`src/sv/tdbf_pkg.sv`:
```
// ----------------------------------------------------------------------------
// tdbf_pkg
// Shared constants for the temporal depth blend filter.
// ----------------------------------------------------------------------------
package tdbf_pkg;

	localparam int MAX_PIXELS = 65536;
	localparam int ADDR_W     = $clog2(MAX_PIXELS);
	localparam int CNT_W      = $clog2(MAX_PIXELS + 1);
	localparam int PIX_W      = 17;
	localparam int SUM_W      = 33;
	localparam int CFG_W      = 17;
	localparam int CFG_IDX_W  = 2;

	localparam logic [16:0] ONE_Q16      = 17'd65536;
	localparam logic [15:0] ALPHA_MAX    = 16'd62259;
	localparam logic [15:0] BYPASS_LIMIT = 16'd65;
	localparam logic [16:0] EDGE_LIMIT   = 17'd26214;
	localparam logic [18:0] DIV3_MUL     = 19'd349526;

	localparam logic [2:0] PIX_LAT = 3'd7;

	localparam logic [1:0] OP_LOAD  = 2'd0;
	localparam logic [1:0] OP_EMIT  = 2'd1;
	localparam logic [1:0] OP_CLEAR = 2'd2;
	localparam logic [1:0] OP_NOP   = 2'd3;

	localparam logic [1:0] REG_STABILITY    = 2'd0;
	localparam logic [1:0] REG_FLICKER_GAIN = 2'd1;
	localparam logic [1:0] REG_FRAME_WIDTH  = 2'd2;
	localparam logic [1:0] REG_FRAME_HEIGHT = 2'd3;

	typedef logic [PIX_W-1:0] pix_t;

endpackage

```
`src/sv/tdbf_pix.sv`:
```
// ----------------------------------------------------------------------------
// tdbf_pix
// Pixel datapath: flicker removal, clamp, adaptive alpha and history blend.
// ----------------------------------------------------------------------------
module tdbf_pix (
	input  logic                  clk,
	input  tdbf_pkg::pix_t        pix,
	input  tdbf_pkg::pix_t        prev,
	input  logic signed [17:0]    offset,
	input  logic [15:0]           stability,
	output tdbf_pkg::pix_t        result
);

	logic signed [18:0] cs;
	logic [16:0]        d;

	tdbf_pkg::pix_t c_s1, c_s2, c_s3, c_s4, c_s5;
	tdbf_pkg::pix_t p_s1, p_s2, p_s3, p_s4, p_s5;
	logic [15:0]    ab_s1, ab_s2, ab_s3, ab_s4;
	logic           edge_s2, edge_s3, edge_s4;
	logic [16:0]    rest_s2;
	logic [32:0]    prod_s3;
	logic [19:0]    y_s4;
	logic [16:0]    alpha_s5;
	logic [33:0]    m1_s6, m2_s6;
	logic [35:0]    t4;
	logic [38:0]    t5;
	logic [34:0]    t7;

	assign cs = $signed({2'b00, pix}) - {offset[17], offset};
	assign d  = (c_s1 > p_s1) ? (c_s1 - p_s1) : (p_s1 - c_s1);
	assign t4 = {3'b000, prod_s3} * 36'd5 + 36'd98304;
	assign t5 = {19'd0, y_s4} * {20'd0, tdbf_pkg::DIV3_MUL};
	assign t7 = {1'b0, m1_s6} + {1'b0, m2_s6} + 35'd32768;

	always_ff @(posedge clk) begin
		// Stage 1: remove the flicker offset and clamp to 0..1.
		if (cs < 0) begin
			c_s1 <= '0;
		end else if (cs > $signed({2'b00, tdbf_pkg::ONE_Q16})) begin
			c_s1 <= tdbf_pkg::ONE_Q16;
		end else begin
			c_s1 <= cs[16:0];
		end
		p_s1  <= prev;
		ab_s1 <= (stability > tdbf_pkg::ALPHA_MAX) ? tdbf_pkg::ALPHA_MAX : stability;

		// Stage 2: difference to history.
		edge_s2 <= d > tdbf_pkg::EDGE_LIMIT;
		rest_s2 <= (d >= tdbf_pkg::ONE_Q16) ? 17'd0 : (tdbf_pkg::ONE_Q16 - d);
		c_s2    <= c_s1;
		p_s2    <= p_s1;
		ab_s2   <= ab_s1;

		// Stage 3: alpha times remaining headroom.
		prod_s3 <= {17'd0, ab_s2} * {16'd0, rest_s2};
		edge_s3 <= edge_s2;
		c_s3    <= c_s2;
		p_s3    <= p_s2;
		ab_s3   <= ab_s2;

		// Stage 4 and 5: divide by 0.6 with rounding, the last step by 3.
		y_s4    <= t4[35:16];
		edge_s4 <= edge_s3;
		c_s4    <= c_s3;
		p_s4    <= p_s3;
		ab_s4   <= ab_s3;

		alpha_s5 <= edge_s4 ? {1'b0, t5[35:20]} : {1'b0, ab_s4};
		c_s5     <= c_s4;
		p_s5     <= p_s4;

		// Stage 6 and 7: blend and round.
		m1_s6 <= (tdbf_pkg::ONE_Q16 - alpha_s5) * {17'd0, c_s5};
		m2_s6 <= {17'd0, alpha_s5} * {17'd0, p_s5};

		if (t7[34:16] > {2'b00, tdbf_pkg::ONE_Q16}) begin
			result <= tdbf_pkg::ONE_Q16;
		end else begin
			result <= t7[32:16];
		end
	end

endmodule

```
`config.mk`:
```
export PLATFORM = sky130hd
export DESIGN_NAME = tdbf_pix
export DESIGN_NICKNAME = d
export VERILOG_FILES = /design/src/sv/tdbf_pkg.sv /design/src/sv/tdbf_pix.sv
export SDC_FILE = /design/constraint.sdc
export NUM_CORES = 2
export LEC_CHECK = 0
export ABC_AREA = 1
export BUFFER_PORTS_ARGS = -buffer_cell sky130_fd_sc_hd__buf_2
export CAP_MARGIN = 20
export CELL_PAD_IN_SITES_DETAIL_PLACEMENT = 1
export CELL_PAD_IN_SITES_GLOBAL_PLACEMENT = 1
export CORE_UTILIZATION = 54
export CTS_BUF_LIST = sky130_fd_sc_hd__clkbuf_16
export DETAILED_ROUTE_END_ITERATION = 8
export PLACE_DENSITY = 0.95
export SYNTH_ARGS = -nofsm -noshare
export SYNTH_HDL_FRONTEND = slang
export SYNTH_SLANG_ARGS = --single-unit
```
`constraint.sdc`:
```
create_clock -name clk -period 21.9 [get_ports clk]
set_clock_uncertainty 0.15 [all_clocks]
set_input_delay 1.095 -clock clk [delete_from_list [all_inputs] [get_ports clk]]
set_output_delay 1.095 -clock clk [all_outputs]
set_load 0.01 [all_outputs]
```
# --- After elaboration in Yosys (flattened, before gate mapping) ---
# Cells that the tools add are included.
totals:
  reg_bits: 408
  in_bits: 69
  output_inout_bits: 17
  wordCells: 49
classes:
  add_sub_neg: 8
  mul: 5
  order_cmp: 7
  mux: 3
  reduce_logical: 1
op_table:
  columns: ["operator", "count"]
  rows:
  - ["multiplier 16 x 17 -> 33 bit", 2]
  - ["adder 36 x 17 -> 36 bit (second input constant)", 1]
  - ["multiplier 33 x 3 -> 36 bit (second input constant)", 1]
  - ["adder 34 x 34 -> 35 bit", 1]
  - ["adder 35 x 16 -> 35 bit (second input constant)", 1]
  - ["multiplier 20 x 18 -> 35 bit (second input constant)", 1]
  - ["multiplier 18 x 18 -> 34 bit", 1]
  - ["2-to-1 mux 17 bit", 2]
  - ["subtractor 17 bit", 2]
  - ["> comparator 19 x 17 -> 1 bit (second input constant)", 1]
  - ["> comparator 19 x 18 -> 1 bit (second input constant)", 1]
  - ["< comparator 19 x 1 -> 1 bit (second input constant)", 1]
  - ["subtractor 18 x 18 -> 19 bit", 1]
  - ["subtractor 17 x 16 -> 18 bit (first input constant)", 1]
  - ["greater-or-equal comparator 17 bit (second input constant)", 1]
  - ["> comparator 17 x 15 -> 1 bit (second input constant)", 1]
  - ["> comparator 17 bit", 1]
  - ["subtractor 17 bit (first input constant)", 1]
  - ["> comparator 16 bit (second input constant)", 1]
  - ["2-to-1 mux 16 bit", 1]
  - ["OR reduction 2 bit", 1]

# --- Longest topological paths before layout ---
logic_depth:
  ltp_word: 3
  ltp_mapped: 40
  ltp_nobuf: 36

# --- Worst setup path before layout ---
# No wires, ideal clock.
synth_path:
  path_type: "register -> register"
  from: "register alpha_s5[1]"
  to: "register m1_s6[31]"
  setup_time_ns: 0.112
  arrival_ns: 7.005
  required_ns: 21.638
  path_slack_ns: 14.633
  stages_incl_launch_ff: 38
  path_buffers: 4
  period_less_slack_ns: 7.267
  path_cell_list: "dfxtp_1 > clkbuf_1 > clkbuf_1 > inv_1 > ha_1 > nand3_1 > nor2_1 > inv_1 > or2_1 > nor2_1 > nand2_1 > nor2_1 > nand2_1 > and2_1 > clkbuf_1 > inv_1 > clkbuf_1 > nor2_1 > (+2 left out) > fa_1 > fa_1 > fa_1 > inv_1 > fa_1 > inv_1 > fa_1 > inv_1 > ha_1 > nand4_1 > o21ai_0 > nand2_1 > nand2_1 > a21oi_1 > o21ai_0 > nand2_1 > nand3_1 > nand2_1"
synth_via:
  elab_chain_len: 2
synth_rtl:
  columns: ["element", "line", "text"]
  rows:
  - ["start, declared", "tdbf_pix.sv:24", "logic [16:0] alpha_s5;"]
  - ["start signal, assigned", "tdbf_pix.sv:69", "alpha_s5 <= edge_s4 ? {1'b0, t5[35:20]} : {1'b0, ab_s4};"]
  - ["subtractor 17 x 16 -> 18 bit", "tdbf_pix.sv:74", "m1_s6 <= (tdbf_pkg::ONE_Q16 - alpha_s5) * {17'd0, c_s5};"]
  - ["multiplier 18 x 18 -> 34 bit", "tdbf_pix.sv:74", null]
  - ["end signal, assigned", "tdbf_pix.sv:74", null]
  - ["end, declared", "tdbf_pix.sv:25", "logic [33:0] m1_s6, m2_s6;"]
# Every way passes these cells.
# A chain may end at the register's enable or synchronous reset.

# --- Worst setup path in the final report ---
layout_path:
  from: "register alpha_s5[2]"
  to: "register m1_s6[31]"
# Same word-level chain as after synthesis.

==> impl_summary.txt <==
----------------------------------------------------
[Global route]
  Number of antenna violations at the first check in global routing ... 31
  Vias in the first global route ... 55700
  Remaining global-route overflow ... 0
  Overall global routing resource usage ... 0.4409
  Maximum number of pins on one net before global-route repair ... 37
  First-pass GRT wire length ... 324500 um

[Routing]
  Post-route DRC violation count ... 1
  Vias per cell ... about 6.3
  Number of DRC markers after the initial detailed-route iteration ... 5086
  Number of detailed-routing iterations run before antenna repair ... 8
  Total wirelength of the detailed-routed design ... about 230000 um
  Vias ... 49170
  Wire length per cell after detailed routing ... 28.78 um
  Number of antenna-violating nets in the routed design ... 0

[Critical path]
  Max Fanout on Critical Path ... 20
  Crit path kind ... register to register
  Worst path required time ... around 22 ns
  Sort of element at the start of the critical path ... register
  Arrival time at the worst endpoint ... 9.30 ns
  Worst setup EP type ... register
  Critical Path Max Stage Delay ... 0.61 ns
  Library cell appearing most often on the critical path ... nand2_1
  Slowest cell on crit path ... fa_1

[Die]
  Die height ... roughly 310 um
  Core Area ... 95580 sq um
  Count of boundary I/O pins ... 86
  Cell Rows ... 113
  Die area ... 98250 sq um
  Initial Util ... 0.5480
  Die X-Extent ... ~310 um

[Clock network]
  Post-CTS setup buffer count ... 0
  Clock latency on the worst-skew pair ... 0.73 ns
  Num Clock Sinks ... 407
  CTS Hold Bufs ... 0
  Clk pin slew, worst setup/hold paths ... 0.07 ns
  Depth of the CTS H-tree ... 2
  Clock tree from TritonCTS ... yes
  Root buffer cell ... clkbuf_16
  Number of CTS-inserted buffers ... 48
  Buffer levels on the longest clock path ... 3
  Quantity of gates resized following cts ... 0

[Synth]
  Distinct cell type count of the synthesized netlist ... 61
  Gate Count Post-Synth ... 6575
  Nets in the synthesized netlist ... 8099
  Portion of the post-synthesis area used by sequential elements ... 0.1556
  Cell area after synthesis ... 52380 sq um
  Flip-flop cell with the highest count after synthesis ... dfxtp_1
  Proportion of register bits with asynchronous set or reset after synthesis ... 0
  Count of warnings emitted by yosys ... 0
  Count of state elements after synthesis ... a little over 400
  Cell accounting for the most synthesized area ... fa_1
  Number of flops mapped to enable cells by yosys ... 0
  Avg Inst Size Synth ... 7.967 sq um
  Fraction of synthesized cell area taken by the top area cell type ... 0.2951
  Top post-synthesis cells by area ... fa_1 (30%), ha_1 (16%), dfxtp_1 (16%)

[Placement]
  Input/output buffers ... 85
  Detail Placement HPWL ... around 150000 um
  Placer Congestion ... 0.9640
  Number of cells in the design after placement ... 7755
  Worst slack, placed ... 13.65 ns

[STA]
  Unrepaired setup endpoints after global routing ... false
  Total count of hold-check failures in the final report ... 0
  Highest Clock Rate ... approximately 110 MHz
  Total Neg Setup Slack ... 0 ns
  Post-route minimum period ... 8.866 ns
  Worst Max-Slew Pin Slew ... 1.375 ns
  # setup viols final ... 0
  Minimum setup slack in the final design ... 13.03 ns
  Final Max Slew Viols ... 0
  Share of the clock period used by the worst path ... 0.4049
  Worst max-slew margin expressed relative to the limit ... 0.08179

[Finish]
  Proportion of layout cells with a drive suffix above 1 ... 0.04283
  Area of the multi-input gates ... 36990 sq um
  Filler instances ... about 12000
  Storage cell area ... 8148 sq um
  Final-stage net count ... 8073
  Non-filler cells in the finished layout ... 7864
  Area Overhead vs Synth ... 6.230%
  Commonest non-fill, non-tap cell in the layout ... inv_1
  Commonest cells after routing, fill and taps aside ... inv_1 (1714), nand2_1 (1377), fa_1 (772), ha_1 (683), nor2_1 (436)

[Outcome]
  Violations in the final reports ... design-rule violations
  Result of the run ... complete, but fails checks

[Hold path]
  Worst hold path class ... register to register

[Job]
  Max_cap viols ... 0

----------------------------------------------------
[metrics by stage]
step                instance area [sq um]    util  hold slack, ns
floorplan                           52380       -          0.1596
global placement                    53760  0.5625          0.1598
detailed placement                  53760  0.5625          0.1632
CTS                                 55370  0.5793          0.1670
global route                        55620  0.5819          0.1670
finish                              55640  0.5822          0.1585
[Yosys cell counts, drive strengths merged, types with 18 or more instances]
master / count
nor2: 457
nand3: 143
xnor2: 58
dfxtp: 407
nor3: 31
o21a: 18
ha: 683
a21boi: 18
inv: 1719
a31oi: 22
o21ai: 131
a21oi: 266
nand2: 1410
fa: 772
clkbuf: 175
xor2: 96
nand4: 51
[layout make-up]
class	instances	share of cell area
Antenna cell	15	0.0006746
Clock buffer	48	0.02159
Tap cell	1265	0.02844
Timing Repair Buffer	113	0.01444
Sequential cell	407	0.1464
Inverter	1723	0.1162
Multi-Input combinational cell	4256	0.6648
Clock inverter	37	0.007375
[routing by layer]
layer / GRT usage / vias up / wire [um]
met5: 0.0009671 / - / 328
met4: 0.4220 / 32 / 27080
met3: 0.1349 / 2003 / 24700
met2: 0.7261 / 3947 / 103200
met1: 0.4429 / 23730 / 71030
li1: - / 19470 / -
[path summary, 6_finish.rpt]
kind / startpoint / to / slack, ns / depth (start not counted)
worst min register to register: p_s2[16] / p_s3[16] / 0.16 / 0
worst min-delay path: p_s2[16] / p_s3[16] / 0.16 / 0
worst max register to register: alpha_s5[2] / m1_s6[31] / 13.03 / 30
worst max-delay path: alpha_s5[2] / m1_s6[31] / 13.03 / 30
[sequential cells by signal, summed over array words and instances, names as in the netlist, 20 cells and up]
| signal | cells |
|---|---|
| m1_s6 | 34 |
| m2_s6 | 33 |
| prod_s3 | 33 |
| y_s4 | 20 |
[worst max-delay path: cells and delay by family, from the launching register on]
family	cells	cell delay [ns]
flops	1	0.60
simple gates	12	2.48
compound gates	6	1.36
fa+ha+maj	7	3.35
buf+inv	5	0.84
[kinds of logic after synthesis]
group                      count (synthesis)  synth area share
xor gates and xnor gates                 154           0.02575
DFF                                      407            0.1556
adders and majority gates               1455            0.4582
buffers and inverters                   1912            0.1382
AOI/OAI and AO/OA                        516           0.05532
and+or+nand+nor                         2131            0.1670
Power is not shown: default switching activity piles up to over one toggle a cycle in this logic, so the estimate is an artifact.
