[config.mk]
export PLATFORM = sky130hd
export DESIGN_NAME = tdbf_div
export DESIGN_NICKNAME = d
export VERILOG_FILES = /design/src/sv/tdbf_pkg.sv /design/src/sv/tdbf_div.sv
export SDC_FILE = /design/constraint.sdc
export NUM_CORES = 1
export LEC_CHECK = 0
export ABC_AREA = 1
export CORE_MARGIN = 2
export CORE_UTILIZATION = 33
export CTS_CLUSTER_DIAMETER = 60
export CTS_CLUSTER_SIZE = 28
export DETAILED_ROUTE_END_ITERATION = 10
export DONT_BUFFER_PORTS = 1
export GPL_TIMING_DRIVEN = 1
export PLACE_DENSITY = 0.43
export SLEW_MARGIN = 40
export SYNTH_ARGS = -nofsm -noshare
export SYNTH_HDL_FRONTEND = slang
export SYNTH_SLANG_ARGS = --single-unit
[constraint.sdc]
create_clock -name clk -period 3.4 [get_ports clk]
set_clock_uncertainty 0.2 [all_clocks]
set_input_delay 0.51 -clock clk [delete_from_list [all_inputs] [get_ports clk]]
set_output_delay 0.51 -clock clk [all_outputs]
set_load 0.005 [all_outputs]
[src/sv/tdbf_pkg.sv]
// ----------------------------------------------------------------------------
// tdbf_pkg
// Shared constants for the temporal depth blend filter.
// ----------------------------------------------------------------------------
package tdbf_pkg;

	localparam int MAX_PIXELS = 65536;
	localparam int ADDR_W     = $clog2(MAX_PIXELS);
	localparam int CNT_W      = $clog2(MAX_PIXELS + 1);
	localparam int PIX_W      = 17;
	localparam int SUM_W      = 33;
	localparam int CFG_W      = 17;
	localparam int CFG_IDX_W  = 2;

	localparam logic [16:0] ONE_Q16      = 17'd65536;
	localparam logic [15:0] ALPHA_MAX    = 16'd62259;
	localparam logic [15:0] BYPASS_LIMIT = 16'd65;
	localparam logic [16:0] EDGE_LIMIT   = 17'd26214;
	localparam logic [18:0] DIV3_MUL     = 19'd349526;

	localparam logic [2:0] PIX_LAT = 3'd7;

	localparam logic [1:0] OP_LOAD  = 2'd0;
	localparam logic [1:0] OP_EMIT  = 2'd1;
	localparam logic [1:0] OP_CLEAR = 2'd2;
	localparam logic [1:0] OP_NOP   = 2'd3;

	localparam logic [1:0] REG_STABILITY    = 2'd0;
	localparam logic [1:0] REG_FLICKER_GAIN = 2'd1;
	localparam logic [1:0] REG_FRAME_WIDTH  = 2'd2;
	localparam logic [1:0] REG_FRAME_HEIGHT = 2'd3;

	typedef logic [PIX_W-1:0] pix_t;

endpackage

[src/sv/tdbf_div.sv]
// ----------------------------------------------------------------------------
// tdbf_div
// Restoring divider for the frame mean, one quotient bit per cycle.
// ----------------------------------------------------------------------------
module tdbf_div (
	input  logic                          clk,
	input  logic                          arst_n,
	input  logic                          start,
	input  logic [tdbf_pkg::SUM_W-1:0]    dividend,
	input  logic [tdbf_pkg::CNT_W-1:0]    divisor,
	output logic                          busy,
	output logic [tdbf_pkg::PIX_W-1:0]    quotient
);

	logic [tdbf_pkg::SUM_W-1:0] quo_q;
	logic [tdbf_pkg::CNT_W-1:0] rem_q;
	logic [tdbf_pkg::CNT_W-1:0] dvs_q;
	logic [5:0]                 cnt_q;
	logic                       busy_q;
	logic [tdbf_pkg::CNT_W:0]   shifted;
	logic [tdbf_pkg::CNT_W:0]   diff;
	logic                       fits;

	assign shifted = {rem_q, quo_q[tdbf_pkg::SUM_W-1]};
	assign fits    = shifted >= {1'b0, dvs_q};
	assign diff    = shifted - {1'b0, dvs_q};

	always_ff @(posedge clk or negedge arst_n) begin
		if (!arst_n) begin
			busy_q <= 1'b0;
			cnt_q  <= '0;
		end else if (start) begin
			busy_q <= 1'b1;
			cnt_q  <= 6'(tdbf_pkg::SUM_W);
		end else if (busy_q) begin
			cnt_q <= cnt_q - 6'd1;
			if (cnt_q == 6'd1) begin
				busy_q <= 1'b0;
			end
		end
	end

	always_ff @(posedge clk) begin
		if (start) begin
			quo_q <= dividend;
			rem_q <= '0;
			dvs_q <= divisor;
		end else if (busy_q) begin
			rem_q <= fits ? diff[tdbf_pkg::CNT_W-1:0] : shifted[tdbf_pkg::CNT_W-1:0];
			quo_q <= {quo_q[tdbf_pkg::SUM_W-2:0], fits};
		end
	end

	assign busy     = busy_q;
	assign quotient = quo_q[tdbf_pkg::PIX_W-1:0];

endmodule

# Word-level counts from Yosys, hierarchy flattened
# Index checks and enable logic that the tools add are counted.
[classes]
n_reduce_logical = 1
addsub = 2
muxes = 8
n_eq_ne = 1
n_lt_le_gt_ge = 1
[ops]
columns = ["operator", "count"]
rows = [
  ["two-way mux 33 bit", 2],
  [">= comparator 18 x 17 -> 1 bit", 1],
  ["two-way mux 17 bit", 1],
  ["subtractor 17 bit", 1],
  ["two-way mux 6 bit", 2],
  ["equality test 6 x 1 -> 1 bit (second input constant)", 1],
  ["subtractor 6 x 1 -> 6 bit (second input constant)", 1],
  ["two-way mux 1 bit", 3],
  ["nonzero test 2 bit", 1],
]
[totals]
word_cells = 18
out_inout_bits = 18
reg_bits = 74
input_bits = 53

# Longest topological paths before layout
# Gate-level depths: netlist of the first run.
[depth]
word_depth = 4
mapped_depth = 15

# Worst setup path after synthesis of the first run
# OpenSTA, ideal clock, no wires.
[synth_timing]
path_kind = "in2reg"
start = "in start"
end = "reg quo_q[0] (netlist name) (enable)"
arrival_time_ns = 1.643
required_ns = 2.809
setup_slack_ns = 1.166
setup_ns = 0.391
path_buffers = 1
path_stages = 3
path_cell_list = "clkbuf_1 > nor2_1 > inv_1"
[synth_between]
elab_chain_cells = 1
[synth_rtl]
columns = ["item", "line", "source"]
rows = [
  ["start: declaration", "tdbf_div.sv:8", "input logic start,"],
  ["nonzero test 2 bit (no source line)", "-", ""],
  ["end signal: assignment", "tdbf_div.sv:45", "quo_q <= dividend;"],
  ["end signal: assignment", "tdbf_div.sv:50", "quo_q <= {quo_q[tdbf_pkg::SUM_W-2:0], fits};"],
  ["end: declaration", "tdbf_div.sv:15", "logic [tdbf_pkg::SUM_W-1:0] quo_q;"],
]
# No other way between the ends.
# A chain may end at the register's enable or synchronous reset.

# Worst setup path after layout of the first run
[layout_timing]
start = "reg quo_q[32] (netlist name)"
end = "reg rem_q[2] (netlist name)"
[layout_between]
elab_chain_cells = 2
word_cells_on_any_way = 3
[layout_rtl]
columns = ["item", "line", "source"]
rows = [
  ["subtractor 17 bit or >= comparator 18 x 17 -> 1 bit (tied branches)", "tdbf_div.sv:26, tdbf_div.sv:25", ""],
  ["two-way mux 17 bit *", "tdbf_div.sv:49", "rem_q <= fits ? diff[tdbf_pkg::CNT_W-1:0] : shifted[tdbf_pkg::CNT_W-1:0];"],
  ["end signal: assignment", "tdbf_div.sv:49", ""],
  ["end: declaration", "tdbf_div.sv:16", "logic [tdbf_pkg::CNT_W-1:0] rem_q;"],
]
# Mark *: on every way between the ends. The rest lies on a longest branch, timed or not.

==> results.py, run 1 <==
metrics = {
    "hold_path": {
        "min_to": "dvs_q[8]",
        "hold_path_depth": 0,
        "min_from": "divisor[8]",
        "hp-class": "in -> reg",
    },
    "yosys": {
        "synth_nets": 628,
        "synth-edff-count": 50,
        "ys_seq_area_share_pct": 46.4,
        "synth_top_area_share_pct": 34.5,
        "synth_cells": 555,
        "yosysWarnings": 0,
        "syn_area_per_cell_um2": 7.84,
        "async_flop_share_pct": 9.46,
        "synthFlopType": "edfxtp_1",
        "ys_types": 31,
        "netlist_area_um2": 4350,
        "ys_ff_latch": 74,
        "synthTopCellsByArea": "edfxtp_1 (35%), nand2_1 (19%), dfxtp_1 (7.8%)",
        "yosysTopAreaCell": "edfxtp_1",
    },
    "worst_setup_path": {
        "cp_max_fo": 14,
        "slowest_stage": "fa_1",
        "endpoint_kind": "register",
        "crit_path_cell_trace": "inv_1 > ha_1 > inv_1 > fa_1 > nand3_1 > nand3_2 > nand2_1 > buf_4 > nand3_1 > nand3_1 > o21ai_0",
        "cp_common_cell": "nand3_1",
        "worstSetupPathType": "reg -> reg",
        "r2r_slack_ps": 770,
        "r2r_start": "quo_q[32]",
        "critical-path-max-stage-delay_ps": 440,
        "r2r_cells": 11,
        "worstSetupStartpoint": "quo_q[32]",
        "path_delay_family": "simple AND/OR/NAND/NOR gates",
        "critical_path_arrival_ps": 2630,
        "worstPathRequired_ps": 3400,
        "path_buf_inv": 3,
        "startpoint_type": "register",
        "r2r_end": "rem_q[2]",
    },
    "floorplan": {
        "io_pins": 71,
        "core_area_um2": 12700,
        "start_util_pct": 34.2,
        "die-area_um2": 14100,
        "dieHeight_um": 119,
        "chipWidth_um": 119,
        "fp-row-count": 41,
    },
    "place": {
        "pre_cts_ws_ps": 747,
        "routabilityCongestion": 0.864,
        "port_buffers": 0,
        "place_hpwl_um": 7200,
        "placed_cells": 700,
    },
    "clocking": {
        "cts_max_path_buffers": 2,
        "cts_buffers": 9,
        "cts_num_sinks": 74,
        "post_cts_buffers": 0,
        "cts_tree": "done",
        "h-tree-depth": 3,
        "clk_pin_slew_ps": 60,
        "clk-insertion-delay-late_ps": 340,
        "root_buffer": "clkbuf_16",
    },
    "layout": {
        "finish.utilization_pct": 36.8,
        "instances_no_fill": 718,
        "area_delta_synth_final_pct": 7.62,
        "final_net_count": 613,
        "drive_above_1_share_pct": 5.87,
    },
    "timing": {
        "fin_ws_ps": 773,
        "rsz0062_at_grt": "false",
        "hold_viol": 0,
        "relSlewSlack_pct": 52.8,
        "fmax_mhz": 381,
        "finalCriticalPeriod_ps": 2630,
        "worst_slew_pin_slew_ps": 703,
        "drv_slew": 0,
        "fin_crit_sh_pct": 77.3,
        "setup-violations-final": 0,
        "setup-tns-final_ps": 0,
    },
    "global_route": {
        "grt_usage_pct": 15.2,
        "grt_overflow": 0,
        "grt_pass1_vias": 3371,
        "grt_pass1_wl_um": 16800,
        "grt_antenna_before_repair": 1,
        "grt_max_degree": 55,
    },
    "power": {
        "switching_share_pct": 38.8,
        "switchingPower_mw": 1.43,
        "seq_power_share_pct": 34.8,
        "p_comb_share_pct": 39.1,
        "power_density_nw_per_um2": 787,
        "intPower_mw": 2.26,
        "pwr-share-clk_pct": 26.1,
        "p_total_mw": 3.69,
        "peakVddDrop_mv": 0.292,
        "p_leak_nw": 2.30,
    },
    "detailed_routing": {
        "vias": 3338,
        "ant_nets": 0,
        "via_per_inst": 4.65,
        "drt_iter0_markers": 188,
        "remaining_drc_errors": 0,
        "wire_per_inst_um": 14.3,
        "firstDrtPassIters": 5,
        "finalWirelength_um": 10200,
    },
    "flow_run": {
        "cap_violations": 0,
    },
    "run_status": {
        "status": "complete, no violations",
    },
}
-- state kept, by name (all words and copies together), names as in the netlist --
signal / flops
busy: 1
dvs_q: 17
cnt_q: 6
rem_q: 17
quo_q: 33
-- kinds of logic after synthesis --
| kind of cell | synth area share, % |
|---|---|
| XOR/XNOR | 1.41 |
| AND/OR/NAND/NOR | 30.6 |
| flip-flops | 46.4 |
| adder cells (fa/ha/maj) | 5.92 |
| AO/OA/AOI/OAI | 3.80 |
| buffers and inverters | 11.9 |
-- metrics by stage --
| stage | hold WS [ps] | area [um^2] |
|---|---|---|
| after floorplan | 14.4 | 4350 |
| after global placement | 14.6 | 4370 |
| after detailed placement | 14.7 | 4370 |
| after CTS | 27.2 | 4680 |
| after global routing | 26.3 | 4680 |
| final | 57.5 | 4680 |
-- final cells by class --
cell class,instances,area (um^2)
Fill cell,1384,8040
Clock inverter,7,70.1
Inverter,76,285
Clock buffer,9,225
Multi-Input combinational cell,373,1820
Sequential cell,74,2020
Timing Repair Buffer,6,47.5
Antenna cell,1,2.50
Tap cell,172,215
-- power by group through the flow --
stage | Sequential, mW | Combinational (mW) | Clock, mW
after floorplan | 1.26 | 1.24 | 0
after global placement | 1.30 | 1.45 | 0
after detailed placement | 1.30 | 1.45 | 0
after CTS | 1.28 | 1.45 | 1.00
after global routing | 1.30 | 1.67 | 1.04
final | 1.28 | 1.44 | 0.963
-- worst max path at each step --
stage                    end  slack [ps]  cells after the start
floorplan           quo_q[0]        1170                      3
global placement    rem_q[9]         740                     11
detailed placement  rem_q[3]         750                     11
CTS                 rem_q[3]         720                     11
global route        rem_q[9]         550                     11
finish              rem_q[2]         770                     11
-- timing repair --
item                                   in CTS  in global routing
gates resized for setup                     0                  0
endpoints found under the hold margin       7                  0
hold buffers                                1                  0
-- synthesized netlist by cell type (2+ instances only) --
cell type,count
nand3b_1,8
dfrtp_1,7
nand3_1,50
dfxtp_1,17
nor3_1,5
nand4_1,2
buf_4,18
ha_1,19
o21ai_0,10
clkbuf_1,8
inv_1,76
and2_1,2
nand3_2,2
nor2_1,21
xnor2_1,7
nand2_1,217
a21oi_1,14
nor2_2,4
buf_6,4
nand2_2,4
edfxtp_1,50
-- metal layers --
metal  vias to the layer above  global-route usage [%]  part of all wire [%]
met4                         0                    4.69                   1.1
met1                      1539                    19.8                    48
met3                         7                    5.27                   4.6
met5                         -                       0                     0
li1                       1719                       -                     -
met2                        73                    23.6                    46
-- layout by cell type (no fill, tap or decap), drive strengths merged --
| master | instances |
|---|---|
| diode | 1 |
| edfxtp | 50 |
| nand4 | 2 |
| a41oi | 1 |
| a31oi | 1 |
| nor3 | 5 |
| nand3 | 52 |
| ha | 19 |
| fa | 1 |
| nand2 | 221 |
| and2 | 2 |
| inv | 75 |
| nor2 | 25 |
| clkinvlp | 1 |
| xnor2 | 7 |
| dfxtp | 17 |
| clkbuf | 9 |
| a21oi | 14 |
| o21bai | 1 |
| dfrtp | 7 |
| nand3b | 8 |
| buf | 5 |
| o21ai | 11 |
| dlygate4sd3 | 1 |
| o21a | 1 |
| bufinv | 1 |
| o22ai | 1 |
| nor4 | 1 |
| clkinv | 6 |
No activity file was read; power rests on OpenSTA's default activity.
==> inputs of run 2 (changes only) <==
==> constraint.sdc (replaced) <==
create_clock -name clk -period 2.6 [get_ports clk]
set_clock_uncertainty 0.2 [all_clocks]
set_input_delay 0.39 -clock clk [delete_from_list [all_inputs] [get_ports clk]]
set_output_delay 0.39 -clock clk [all_outputs]
set_load 0.005 [all_outputs]
==> run 2 against run 1 <==
Utilization increased by 1.4 points. Combinational power is 34% higher. Global-route usage is 0.26 points higher. Sequential power up 31%. Critical path type unchanged. Largest cell class unchanged. Highest routed layer unchanged.
==> results.py, run 2 (synthesized netlist as in run 1, its figures left out) <==
metrics = {
    "worst_setup_path": {
        "startpoint_type": "register",
        "r2r_cells": 11,
        "worstSetupPathType": "reg -> reg",
        "worstSetupStartpoint": "quo_q[32]",
        "worstPathRequired_ps": 2600,
        "r2r_start": "quo_q[32]",
        "r2r_end": "rem_q[0]",
        "crit_path_end": "rem_q[0]",
        "r2r_slack_ps": 250,
        "critical_path_arrival_ps": 2350,
        "endpoint_kind": "register",
        "cp_max_fo": 19,
    },
    "place": {
        "port_buffers": 0,
        "routabilityCongestion": 0.854,
        "pre_cts_ws_ps": 226,
        "place_hpwl_um": 7120,
    },
    "layout": {
        "top_register": "quo_q",
        "final_cell_mix": "nand2_1 (217), inv_1 (76), edfxtp_1 (50)",
        "mostFrequentLayoutCell": "nand2_1",
        "antenna_cells": 0,
        "largest_reg_flops": 33,
        "final_net_count": 633,
        "reg.largest.list": "quo_q x33, dvs_q x17, rem_q x17",
        "area_delta_synth_final_pct": 11.6,
        "drive_above_1_share_pct": 6.19,
    },
    "detailed_routing": {
        "finalWirelength_um": 10500,
        "vias": 3346,
        "wire_per_inst_um": 14.2,
        "remaining_drc_errors": 0,
        "drt_iter0_markers": 161,
        "ant_nets": 0,
        "firstDrtPassIters": 4,
        "via_per_inst": 4.54,
    },
    "global_route": {
        "grt_usage_pct": 15.4,
        "grt_overflow": 0,
        "grt_pass1_vias": 3333,
        "grt_pass1_wl_um": 17200,
        "grt_antenna_before_repair": 0,
        "grt_max_degree": 39,
    },
    "hold_path": {
        "hp-class": "in -> reg",
        "hold_path_depth": 2,
    },
    "timing": {
        "drv_slew": 0,
        "hold_viol": 0,
        "fin_ws_ps": 248,
        "worst_slew_pin_slew_ps": 514,
        "finalCriticalPeriod_ps": 2350,
        "rsz0062_at_grt": "false",
        "fin_crit_sh_pct": 90.5,
        "relSlewSlack_pct": 65.8,
        "setup-tns-final_ps": 0,
        "setup-violations-final": 0,
        "fmax_mhz": 425,
    },
    "floorplan": {
        "fp-row-count": 41,
        "core_area_um2": 12700,
        "io_pins": 71,
        "die-area_um2": 14100,
        "start_util_pct": 34.2,
        "dieHeight_um": 119,
        "chipWidth_um": 119,
    },
    "power": {
        "power_density_nw_per_um2": 986,
        "switchingPower_mw": 1.85,
        "pwr-share-clk_pct": 24.6,
        "peakVddDrop_mv": 0.576,
        "seq_power_share_pct": 35.0,
        "p_comb_share_pct": 40.3,
        "p_leak_nw": 2.39,
        "switching_share_pct": 38.6,
        "intPower_mw": 2.94,
    },
    "clocking": {
        "cts_buffers": 9,
        "cts_tree": "done",
        "h-tree-depth": 3,
        "root_buffer": "clkbuf_16",
        "clk-insertion-delay-late_ps": 340,
        "cts_num_sinks": 74,
        "clk_pin_slew_ps": 60,
        "cts_max_path_buffers": 2,
    },
    "flow_run": {
        "cap_violations": 0,
    },
    "run_status": {
        "status": "complete, no violations",
    },
}
run 2: layout make-up:
class                      count  area [um^2]
fill                        1405         7870
clock buffer                  12          256
multi-input combinational    373         1820
sequential                    74         2020
timing repair buffer          26          238
tap                          172          215
clock inverter                 4         26.3
inverter                      76          285
run 2: critical path, cell delays in order (launching register included):
cell	delay, ps
edfxtp_1	360
inv_1	90
ha_1	150
inv_1	80
fa_1	430
nand3_1	130
nand3_2	120
nand2_1	110
buf_4	270
nand3_1	120
nand3_1	90
o21ai_0	70
run 2: worst min path at each step:
stage / start / slack (ps) / end
3_3_place_gp: arst_n / -110 / cnt_q[1]
6_report: dividend[20] / 30 / quo_q[20]
3_5_place_dp: arst_n / -110 / cnt_q[1]
4_1_cts: dividend[20] / 20 / quo_q[20]
2_1_floorplan: arst_n / -110 / busy
5_1_grt: dividend[4] / 20 / quo_q[4]
run 2: stage by stage:
stage,instances,instance area [um^2],power (mW),hold slack [ps],util [%]
after floorplan,555,4350,3.27,-106,-
after global placement,702,4380,3.61,-105,34.5
after detailed placement,702,4380,3.61,-105,34.5
after CTS,737,4860,4.85,17.4,38.2
after global routing,737,4860,5.25,23.7,38.2
final,737,4860,4.79,29.0,38.2
run 2: repair_timing:
item	4_1_cts	5_1_grt
hold endpoints to repair	43	0
setup buffers	0	0
gates resized for setup	0	1
hold buffers	19	0
endpoints found under the setup margin	0	1
run 2: power groups by stage:
stage	registers [mW]	clock network, mW	logic [mW]
floorplan	1.64	0	1.63
global placement	1.70	0	1.91
detailed placement	1.70	0	1.91
CTS	1.68	1.23	1.95
global route	1.71	1.28	2.26
finish	1.68	1.18	1.93
run 2: metal layers:
layer	GRT usage, %	vias to the layer above	wire (um)
met1	20.9	1523	5040
li1	-	1752	-
met4	4.24	0	96
met2	23.8	65	4840
met5	0	-	0
met3	4.89	6	479
==> inputs of run 3 (changes only) <==
--- a/config.mk
+++ b/config.mk
@@ -13,7 +13,6 @@
 export DETAILED_ROUTE_END_ITERATION = 10
 export DONT_BUFFER_PORTS = 1
 export GPL_TIMING_DRIVEN = 1
-export PLACE_DENSITY = 0.43
 export SLEW_MARGIN = 40
 export SYNTH_ARGS = -nofsm -noshare
 export SYNTH_HDL_FRONTEND = slang
==> run 3 against run 2 <==
Cell count shrank 0.14%. Clock power is essentially flat. Power shrank 0.70%. Via count grew 0.60%. Critical path depth grew 3. Sequential cell count is the same. Utilization grew 0.098 points. Worst setup slack gained 50 ps. Largest cell class unchanged.
==> results.py, run 3 (synthesized netlist as in run 1, its figures left out) <==
metrics = {
    "run_status": {
        "status": "complete, no violations",
    },
    "layout": {
        "drive_above_1_share_pct": 5.50,
        "top_register": "quo_q",
        "reg.largest.list": "quo_q x33, dvs_q x17, rem_q x17",
        "area_delta_synth_final_pct": 11.9,
        "final_cell_mix": "nand2_1 (217), inv_1 (76), nand3_1 (50), edfxtp_1 (50), nor2_1 (21)",
        "final_net_count": 633,
        "largest_reg_flops": 33,
        "antenna_cells": 0,
        "mostFrequentLayoutCell": "nand2_1",
        "fillers": 1349,
        "finish.utilization_pct": 38.3,
    },
    "clocking": {
        "cts_num_sinks": 74,
        "cts_tree": "done",
        "root_buffer": "clkbuf_16",
        "cts.repair.resized": 0,
        "h-tree-depth": 3,
        "cts_max_path_buffers": 2,
        "cts_buffers": 9,
        "clk-insertion-delay-late_ps": 340,
        "clk_pin_slew_ps": 60,
    },
    "timing": {
        "hold_viol": 0,
        "whs_ps": 33.9,
        "finalCriticalPeriod_ps": 2300,
        "relSlewSlack_pct": 67.9,
        "worst_slew_pin_slew_ps": 482,
        "fmax_mhz": 434,
        "drv_slew": 0,
        "fin_crit_sh_pct": 88.6,
        "rsz0062_at_grt": "false",
        "setup-tns-final_ps": 0,
        "setup-violations-final": 0,
    },
    "worst_setup_path": {
        "path_delay_family": "simple AND/OR/NAND/NOR gates",
        "slowest_stage": "fa_1",
        "cp_common_cell": "nand2_1",
        "crit_path_cell_trace": "inv_1 > ha_1 > inv_1 > fa_1 > nand3_1 > nand3_1 > nand2_1 > nand2_1 > nand2_1 > nand2_1 > nand2_1 > nand3_1 > nand3_1 > nand2_1",
        "endpoint_kind": "register",
        "startpoint_type": "register",
        "critical-path-max-stage-delay_ps": 420,
        "critical_path_arrival_ps": 2330,
        "path_buf_inv": 2,
        "worstPathRequired_ps": 2630,
        "cp_max_fo": 4,
        "r2r_cells": 14,
        "worstSetupPathType": "reg -> reg",
        "critical_path_depth": 14,
    },
    "global_route": {
        "grt_pass1_wl_um": 15600,
        "grt_max_degree": 37,
        "use_met3_pct": 3.35,
        "met1_usage_pct": 16.4,
        "use_met2_pct": 23.5,
        "grt.busiest_layer": "met2",
        "grt_usage_pct": 13.8,
        "grt_antenna_before_repair": 0,
        "grt_pass1_vias": 3339,
        "grt_overflow": 0,
    },
    "place": {
        "port_buffers": 0,
        "routabilityCongestion": 0.943,
        "place_hpwl_um": 6720,
    },
    "power": {
        "power_density_nw_per_um2": 977,
        "intPower_mw": 2.96,
        "pwr-share-clk_pct": 25.2,
        "peakVddDrop_mv": 0.333,
        "switchingPower_mw": 1.80,
        "p_total_mw": 4.76,
        "seq_power_share_pct": 35.2,
        "switching_share_pct": 37.8,
        "p_leak_nw": 2.39,
        "p_comb_share_pct": 39.6,
    },
    "detailed_routing": {
        "via_per_inst": 4.57,
        "vias": 3366,
        "wire_per_inst_um": 12.7,
        "remaining_drc_errors": 0,
        "ant_nets": 0,
        "finalWirelength_um": 9350,
        "drt_iter0_markers": 112,
        "firstDrtPassIters": 4,
    },
    "flow_run": {
        "cap_violations": 0,
    },
    "hold_path": {
        "hold_path_depth": 2,
        "hp-class": "in -> reg",
    },
    "floorplan": {
        "start_util_pct": 34.2,
        "io_pins": 71,
        "fp-row-count": 41,
        "core_area_um2": 12700,
        "chipWidth_um": 119,
        "dieHeight_um": 119,
        "die-area_um2": 14100,
    },
}
-- run 3: through the flow --
| step | worst slack [ps] | area, um^2 | cells |
|---|---|---|---|
| final | 297 | 4870 | 736 |
| after global routing | 73.1 | 4870 | 736 |
| after CTS | 282 | 4870 | 736 |
| after detailed placement | 298 | 4400 | 702 |
| after global placement | 332 | 4400 | 702 |
| after floorplan | 486 | 4350 | 555 |
-- run 3: layer usage --
layer	wire, um	part of all wire, %
met5	0	0
met4	166	1.8
met3	404	4.3
met2	4560	49
met1	4220	45
-- run 3: final cells by class --
class / count / area, um^2 / area share [%]
clock inverter: 6 / 57.6 / 1.18
sequential: 74 / 2020 / 41.4
timing repair buffer: 26 / 250 / 5.14
inverter: 76 / 285 / 5.86
tap: 172 / 215 / 4.42
clock buffer: 9 / 225 / 4.62
multi-input combinational: 373 / 1820 / 37.4
-- run 3: final timing paths --
kind	startpoint	to	slack, ps
worst max-delay path	quo_q[32]	rem_q[14]	300
worst min-delay path	dividend[18]	quo_q[18]	30
worst max register to register	quo_q[32]	rem_q[14]	300
worst min register to register	rem_q[11]	rem_q[11]	260
max in group asynchronous	arst_n	cnt_q[5]	1760
min in group asynchronous	arst_n	cnt_q[3]	190
-- run 3: power groups by stage --
stage | sequential (mW) | combinational [mW] | clock (mW)
global route | 1.70 | 2.18 | 1.29
floorplan | 1.64 | 1.63 | 0
detailed placement | 1.70 | 1.85 | 0
finish | 1.67 | 1.88 | 1.20
global placement | 1.69 | 1.83 | 0
CTS | 1.68 | 1.89 | 1.23
-- run 3: what timing repair did --
item,in CTS,in global routing
setup buffers,0,0
hold buffers,19,0
endpoints found under the hold margin,43,0
